## src/sv/lmts_pkg.sv

```systemverilog
// Shared types and constants for the LCD mode timing sequencer.
// No dependencies; used by every other file of the block.
`default_nettype none

package lmts_pkg;

  // Mode codes as they appear on lcd_mode_o
  localparam logic [1:0] ModeHblank = 2'd0;
  localparam logic [1:0] ModeVblank = 2'd1;
  localparam logic [1:0] ModeOam    = 2'd2;
  localparam logic [1:0] ModeVram   = 2'd3;

  localparam int unsigned AccWidth   = 10;
  localparam int unsigned DeltaWidth = 7;
  localparam int unsigned LineWidth  = 8;

  localparam logic [AccWidth-1:0] LenOam    = 10'd80;
  localparam logic [AccWidth-1:0] LenVram   = 10'd172;
  localparam logic [AccWidth-1:0] LenHblank = 10'd204;
  localparam logic [AccWidth-1:0] LenLine   = 10'd456;

  localparam logic [LineWidth-1:0] LastVisibleLine = 8'd143;
  localparam logic [LineWidth-1:0] LastLine        = 8'd153;

  localparam logic [7:0] StatMatch  = 8'b0100_0100;
  localparam logic [7:0] StatOam    = 8'b0010_0010;
  localparam logic [7:0] StatHblank = 8'b0000_1000;
  localparam logic [7:0] StatVblank = 8'b0001_0001;
  localparam logic [7:0] StatVram   = 8'b0000_0011;

  // Register index decoded from paddr
  localparam logic RegLineCompare = 1'b0;

  typedef struct packed {
    logic [AccWidth-1:0]  acc;
    logic [1:0]           mode;
    logic [LineWidth-1:0] line;
  } timing_state_t;

  typedef struct packed {
    logic [1:0]           mode;
    logic [LineWidth-1:0] line;
    logic                 match;
    logic [7:0]           status;
    logic                 vblank_req;
    logic                 render;
  } result_t;

endpackage

`default_nettype wire

```

## src/sv/lcd_mode_timing_sequencer_core.sv

```systemverilog
// LCD mode timing sequencer. Each input beat carries the machine cycles elapsed
// since the previous one; the block steps the OAM / VRAM / HBlank / VBlank
// sequence by at most one mode change and returns exactly one result beat with
// mode, line, compare flag, status byte and the vblank and render pulses.
// Throughput is one beat per clock while the output side is not stalled: the delta
// is captured in an input register, stepped combinationally against the timing
// state, and the result lands in an output register, where it stays offered until
// it is taken.
// Write line_compare only while idle.
// Depends on lmts_pkg, lmts_cfg and lmts_step.
`default_nettype none

module lcd_mode_timing_sequencer_core (
  input  wire logic        clk_i,
  input  wire logic        rst_ni,
  input  wire logic        psel,
  input  wire logic        penable,
  input  wire logic        pwrite,
  input  wire logic [2:0]  paddr,
  input  wire logic [31:0] pwdata,
  output logic [31:0]      prdata,
  output logic             pready,
  input  wire logic        in_valid_i,
  output logic             in_ready_o,
  input  wire logic [6:0]  delta_cycles_i,
  output logic             out_valid_o,
  input  wire logic        out_ready_i,
  output logic [1:0]       lcd_mode_o,
  output logic [7:0]       line_number_o,
  output logic             line_match_o,
  output logic [7:0]       status_byte_o,
  output logic             vblank_request_o,
  output logic             render_line_o
);

  logic [7:0] line_compare;

  logic       in_valid_q, in_valid_d;
  logic [6:0] delta_q, delta_d;
  logic       out_valid_q, out_valid_d;
  logic       advance;

  lmts_pkg::timing_state_t state_q, state_d, step_state;
  lmts_pkg::result_t       result_q, result_d, step_result;

  lmts_cfg u_cfg (
    .clk_i          (clk_i),
    .rst_ni         (rst_ni),
    .psel           (psel),
    .penable        (penable),
    .pwrite         (pwrite),
    .paddr          (paddr),
    .pwdata         (pwdata),
    .prdata         (prdata),
    .pready         (pready),
    .line_compare_o (line_compare)
  );

  lmts_step u_step (
    .state_i        (state_q),
    .delta_i        (delta_q),
    .line_compare_i (line_compare),
    .state_o        (step_state),
    .result_o       (step_result)
  );

  // step the held beat when the output register is free or being drained
  assign advance    = in_valid_q && (!out_valid_q || out_ready_i);
  assign in_ready_o = !in_valid_q || advance;

  always_comb begin
    in_valid_d  = in_valid_q;
    delta_d     = delta_q;
    out_valid_d = out_valid_q;
    state_d     = state_q;
    result_d    = result_q;
    if (out_valid_q && out_ready_i) begin
      out_valid_d = 1'b0;
    end
    if (advance) begin
      in_valid_d  = 1'b0;
      out_valid_d = 1'b1;
      state_d     = step_state;
      result_d    = step_result;
    end
    if (in_valid_i && in_ready_o) begin
      in_valid_d = 1'b1;
      delta_d    = delta_cycles_i;
    end
  end

  always_ff @(posedge clk_i or negedge rst_ni) begin
    if (!rst_ni) begin
      in_valid_q    <= 1'b0;
      out_valid_q   <= 1'b0;
      state_q.acc   <= '0;
      state_q.mode  <= lmts_pkg::ModeOam;
      state_q.line  <= '0;
    end else begin
      in_valid_q  <= in_valid_d;
      out_valid_q <= out_valid_d;
      state_q     <= state_d;
    end
  end

  always_ff @(posedge clk_i) begin
    delta_q  <= delta_d;
    result_q <= result_d;
  end

  assign out_valid_o      = out_valid_q;
  assign lcd_mode_o       = result_q.mode;
  assign line_number_o    = result_q.line;
  assign line_match_o     = result_q.match;
  assign status_byte_o    = result_q.status;
  assign vblank_request_o = result_q.vblank_req;
  assign render_line_o    = result_q.render;

endmodule

`default_nettype wire

```

## src/sv/lmts_cfg.sv

```systemverilog
// APB-style register port holding the line-compare value.
// Depends on lmts_pkg for the register index.
`default_nettype none

module lmts_cfg (
  input  wire logic       clk_i,
  input  wire logic       rst_ni,
  input  wire logic       psel,
  input  wire logic       penable,
  input  wire logic       pwrite,
  input  wire logic [2:0] paddr,
  input  wire logic [31:0] pwdata,
  output logic [31:0]     prdata,
  output logic            pready,
  output logic [7:0]      line_compare_o
);

  logic [7:0] line_compare_q, line_compare_d;
  logic       wr_en;

  assign pready = 1'b1;
  assign wr_en  = psel && penable && pwrite && (paddr[2] == lmts_pkg::RegLineCompare);

  always_comb begin
    line_compare_d = line_compare_q;
    if (wr_en) begin
      line_compare_d = pwdata[7:0];
    end
  end

  always_ff @(posedge clk_i or negedge rst_ni) begin
    if (!rst_ni) begin
      line_compare_q <= 8'd0;
    end else begin
      line_compare_q <= line_compare_d;
    end
  end

  // Low address bits are ignored: byte lanes of the same word
  assign prdata = (paddr[2] == lmts_pkg::RegLineCompare) ? {24'd0, line_compare_q} : 32'd0;
  assign line_compare_o = line_compare_q;

endmodule

`default_nettype wire

```

## src/sv/lmts_step.sv

```systemverilog
// One timing step: add the elapsed cycles, make at most one mode change,
// and build the result fields. Pure combinational; depends on lmts_pkg.
`default_nettype none

module lmts_step (
  input  wire lmts_pkg::timing_state_t state_i,
  input  wire logic [lmts_pkg::DeltaWidth-1:0] delta_i,
  input  wire logic [lmts_pkg::LineWidth-1:0]  line_compare_i,
  output lmts_pkg::timing_state_t state_o,
  output lmts_pkg::result_t       result_o
);

  logic [lmts_pkg::AccWidth-1:0]  sum;
  logic [lmts_pkg::LineWidth-1:0] line_inc;
  logic                           vblank_req;
  logic                           render;
  logic                           match;
  logic [7:0]                     mode_bits;

  assign sum      = state_i.acc + {{(lmts_pkg::AccWidth-lmts_pkg::DeltaWidth){1'b0}}, delta_i};
  assign line_inc = state_i.line + 8'd1;

  always_comb begin
    state_o     = state_i;
    state_o.acc = sum;
    vblank_req  = 1'b0;
    render      = 1'b0;
    unique case (state_i.mode)
      lmts_pkg::ModeOam: begin
        if (sum >= lmts_pkg::LenOam) begin
          state_o.acc  = sum - lmts_pkg::LenOam;
          state_o.mode = lmts_pkg::ModeVram;
        end
      end
      lmts_pkg::ModeVram: begin
        if (sum >= lmts_pkg::LenVram) begin
          state_o.acc  = sum - lmts_pkg::LenVram;
          state_o.mode = lmts_pkg::ModeHblank;
          state_o.line = line_inc;
          render       = 1'b1;
        end
      end
      lmts_pkg::ModeHblank: begin
        if (sum >= lmts_pkg::LenHblank) begin
          state_o.acc = sum - lmts_pkg::LenHblank;
          if (state_i.line > lmts_pkg::LastVisibleLine) begin
            state_o.mode = lmts_pkg::ModeVblank;
            vblank_req   = 1'b1;
          end else begin
            state_o.mode = lmts_pkg::ModeOam;
          end
        end
      end
      default: begin
        if (sum >= lmts_pkg::LenLine) begin
          state_o.acc = sum - lmts_pkg::LenLine;
          // wrap to the top of the frame after the last vblank line
          if (line_inc > lmts_pkg::LastLine) begin
            state_o.mode = lmts_pkg::ModeOam;
            state_o.line = '0;
          end else begin
            state_o.line = line_inc;
          end
        end
      end
    endcase
  end

  assign match = (state_o.line == line_compare_i);

  always_comb begin
    unique case (state_o.mode)
      lmts_pkg::ModeOam:    mode_bits = lmts_pkg::StatOam;
      lmts_pkg::ModeHblank: mode_bits = lmts_pkg::StatHblank;
      lmts_pkg::ModeVblank: mode_bits = lmts_pkg::StatVblank;
      default:              mode_bits = lmts_pkg::StatVram;
    endcase
  end

  always_comb begin
    result_o.mode       = state_o.mode;
    result_o.line       = state_o.line;
    result_o.match      = match;
    result_o.status     = (match ? lmts_pkg::StatMatch : 8'd0) | mode_bits;
    result_o.vblank_req = vblank_req;
    result_o.render     = render;
  end

endmodule

`default_nettype wire

```

## config.mk

```make
export PLATFORM = sky130hd
export DESIGN_NAME = lcd_mode_timing_sequencer_core
export DESIGN_NICKNAME = d
export VERILOG_FILES = /design/src/sv/lmts_pkg.sv /design/src/sv/lcd_mode_timing_sequencer_core.sv /design/src/sv/lmts_cfg.sv /design/src/sv/lmts_step.sv
export SDC_FILE = /design/constraint.sdc
export NUM_CORES = 1
export LEC_CHECK = 0
export BUFFER_PORTS_ARGS = -buffer_cell sky130_fd_sc_hd__buf_4
export CELL_PAD_IN_SITES_DETAIL_PLACEMENT = 0
export CELL_PAD_IN_SITES_GLOBAL_PLACEMENT = 1
export CORE_MARGIN = 1
export CORE_UTILIZATION = 38
export DETAILED_ROUTE_END_ITERATION = 8
export PLACE_DENSITY_LB_ADDON = 0.1
export SLEW_MARGIN = 20
export SYNTH_ARGS = -nofsm -noshare
export SYNTH_HDL_FRONTEND = slang
export SYNTH_HIERARCHICAL = 1
export SYNTH_SLANG_ARGS = --single-unit
```

## constraint.sdc

```tcl
create_clock -name clk_i -period 4.2 [get_ports clk_i]
set_input_delay 0.42 -clock clk_i [delete_from_list [all_inputs] [get_ports clk_i]]
set_output_delay 0.42 -clock clk_i [all_outputs]
set_load 0.1 [all_outputs]
```

==> metrics.txt <==
H-tree levels 3; worst slew pin tran around 0.82 ns; Post-DP HPWL 8.34 mm; number of port buffers 53; initial antenna violation count 0; DIE HEIGHT 111 µm; crit path max fanout 3; Worst setup startpoint state_q[10]; area of the core roughly 12000 µm²; Post-Synthesis Cells about 430; Yosys warning count 6; Clock Root Buffer clkbuf_16; TritonCTS buffer count 9; CP max stage delay between 0.4 and 0.5 ns; area grow syn2layout 22.6%; largest net degree at the start of global routing 31; Setup crit start kind flip-flop; R2R setup slack between 0.04 and 0.05 ns; grt ovf 0; FF+latch count, synth between 50 and 60; area leader, netlist edfxtp_1; n_diodes 0; CTS tree built; Area contributors post-synth edfxtp_1 (19%), dfrtp_1 (16%), buf_4 (7.1%); crit path capture type flip-flop; Worst Hold Class input port to asynchronous set/reset pin; Die Wd about 110 µm; post-DR wirelength/cell ~17 µm; Initial Utilization between 30% and 40%; Hold Fails Final Rpt 0; All-Layer GR Usage about a fifth; crit-path cells ha_2 -> fa_2 -> a21o_4 -> a21oi_4 -> xnor2_2 -> inv_2 -> ha_4 -> or4b_4 -> nand4_1 -> o2111a_2 -> o31ai_4 -> o21a_2 -> or4_1 -> a221o_1 -> nor4_2 -> nor4b_4; number of library cell types mapped by synthesis 91; DRT Wirelength approximately 11 mm; outcome complete, but fails checks; slowest CP cell or4_1; r2r startpoint state_q[10]; max-slew violation count 0; clock period minus worst slack a little over 4 ns; Arrival @ worst endpoint between 4 and 5 ns; FMAX ~0.24 GHz; R2R cell count 16; drt pass-1 iters 9; Clk Latency, worst-skew pair approximately 0.34 ns; routed vias roughly 3500; fin nets 587; vias in the first global route about 3600; EDFF count, synth 28; Hold-fix buffers, CTS 0; worst reg2reg path endpoint status_byte_o[2]; Fillers roughly 1100; CP required between 4 and 5 ns; first-pass GRT wire length ~18 mm; vias per inst 5.27; I/O Pins between 100 and 150; DRC errors left 17; Rows 39; Post-Syn Area roughly 4500 µm²; gpl congestion 0.895; WS Path Type flip-flop to flip-flop; layout cells sized above 1 38.9%; RSZ-0062 raised after global routing true; Final setup viols 0; slew margin rel. between 40% and 50%; fin worst setup slack between 0.04 and 0.05 ns; Hold Slack 0.0349 ns; Yosys top cell area share a little under a fifth; period utilisation layout 98.9%; Mapped Avg Cell Area roughly 10 µm²; Critical Path End status_byte_o[2]; Seq/Total Area, Yosys between 30% and 40%; failing checks design-rule violations; clock transition at the registers of the reported paths around 0.050 ns; Die ar. between 10000 and 15000 µm²; clk_skew roughly 0.012 ns; First DRT Iteration DRCs 221; async set-reset flop share out of synthesis 51.7%; max-cap violations 0; Top FF cell, synth dfrtp_1; antenna-violating nets left 0; Clock Sinks 58; Place WS 0.00593 ns; Bufs on Longest Clock Path 2
## cells in the final DEF (no fill, tap or decap), drive strengths merged, types with 4 or more instances in the layout
master and n:
a31oi 4, o21ai 20, nand3 8, o211ai 7, and2 5, a21o 4, mux2i 4, a21oi 15
clkbuf 14, xnor2 16, nand2b 7, edfxtp 28, nand4 4, nand2 32, nor4 4, xor2 9
dfrtp 29, a221oi 4, nor3 11, ha 18, o31ai 4, and2b 9, o21a 5, conb 26
inv 17, mux2 30, buf 105, nor2 27
## Yosys cell counts, drive strengths merged (3+ instances only)
cell / instances
inv: 17
conb: 3
a31oi: 4
nand4: 4
o31ai: 4
nand2b: 7
and2: 5
o221ai: 3
mux2: 30
nand3: 8
o211ai: 7
a2111oi: 3
and2b: 9
a31o: 3
a221oi: 4
mux2i: 4
o21ai: 20
edfxtp: 28
nand2: 32
nand3b: 3
xnor2: 16
ha: 18
xor2: 9
a21o: 4
clkbuf: 7
a21oi: 15
o22ai: 3
buf: 47
a32o: 3
o21a: 5
nor3: 11
nor2: 27
dfrtp: 29
nor4: 4
## critical path, delay by kind of cell (launching register included)
kind	cells	cell delay, ns
buf+inv	1	0.07
compound gates	6	1.25
fa+ha+maj	3	0.65
flops	1	0.39
simple gates	5	1.51
xor+xnor	1	0.09
## area by class of cell
type / instances / area, µm² / share of cell area (%)
repair buffers: 105 / 788 / 14.2
clock buffers: 14 / 274 / 4.94
clock inverters: 2 / 12.5 / 0.226
flip-flops and latches: 58 / 1590 / 28.7
well taps: 143 / 179 / 3.23
inverters: 17 / 63.8 / 1.15
multi-input cells: 328 / 2630 / 47.5
## logic make-up (layout without fill, tap and decap cells)
group | count (synthesis) | count (layout) | share of synthesized area [%]
multiplexers | 34 | 34 | 9.94
buffers and inverters | 71 | 138 | 10.4
adder cells (fa/ha/maj) | 19 | 19 | 5.42
flip-flops | 58 | 58 | 35.2
AO/OA/AOI/OAI | 101 | 101 | 17.6
AND/OR/NAND/NOR | 123 | 123 | 15.8
other | 3 | 26 | 0.249
XOR/XNOR | 25 | 25 | 5.34
## how the worst min path moves through the flow
stage | end | slack [ns]
finish | state_q[8] | 0.03
detailed placement | state_q[8] | 0.41
floorplan | in_valid_q | 0.12
global route | state_q[8] | 0.07
CTS | state_q[8] | 0.04
global placement | state_q[8] | 0.41
## timing repair
item                                    CTS  global route
pin swaps                                 5             3
buffers inserted                          1             0
cloned                                    0             0
endpoints found under the setup margin    3             3
endpoints found under the hold margin     0             0
gates resized for setup                   0             5
## state kept, by name, indices dropped and copies added, names as in the netlist
name,count
delta_q,7
status_byte_o,8
out_valid_o,1
line_number_o,8
line_match_o,1
state_q,20
in_valid_q,1
vblank_request_o,1
u_cfg/line_compare_o,8
lcd_mode_o,2
render_line_o,1
## routing by layer
layer	up-vias	global-route usage, %	wire, µm
met3	21	4.32	481
met4	0	8.56	292
met5	-	0	0
li1	1701	-	-
met2	95	31.5	5350
met1	1695	24.7	5100
## per-stage QoR
step	area (µm²)	setup TNS (ns)	std cells	utilization, %
finish	5540	0	667	48.1
floorplan	4660	-0.289	457	-
detailed placement	5210	0	650	45.3
global placement	5210	-0.0314	650	45.3
global route	5540	-0.361	667	48.1
CTS	5510	-0.104	667	47.8
Power is left out: the tool's default activity adds up to more than one toggle a clock period on the data nets, which glitch-free logic cannot reach.
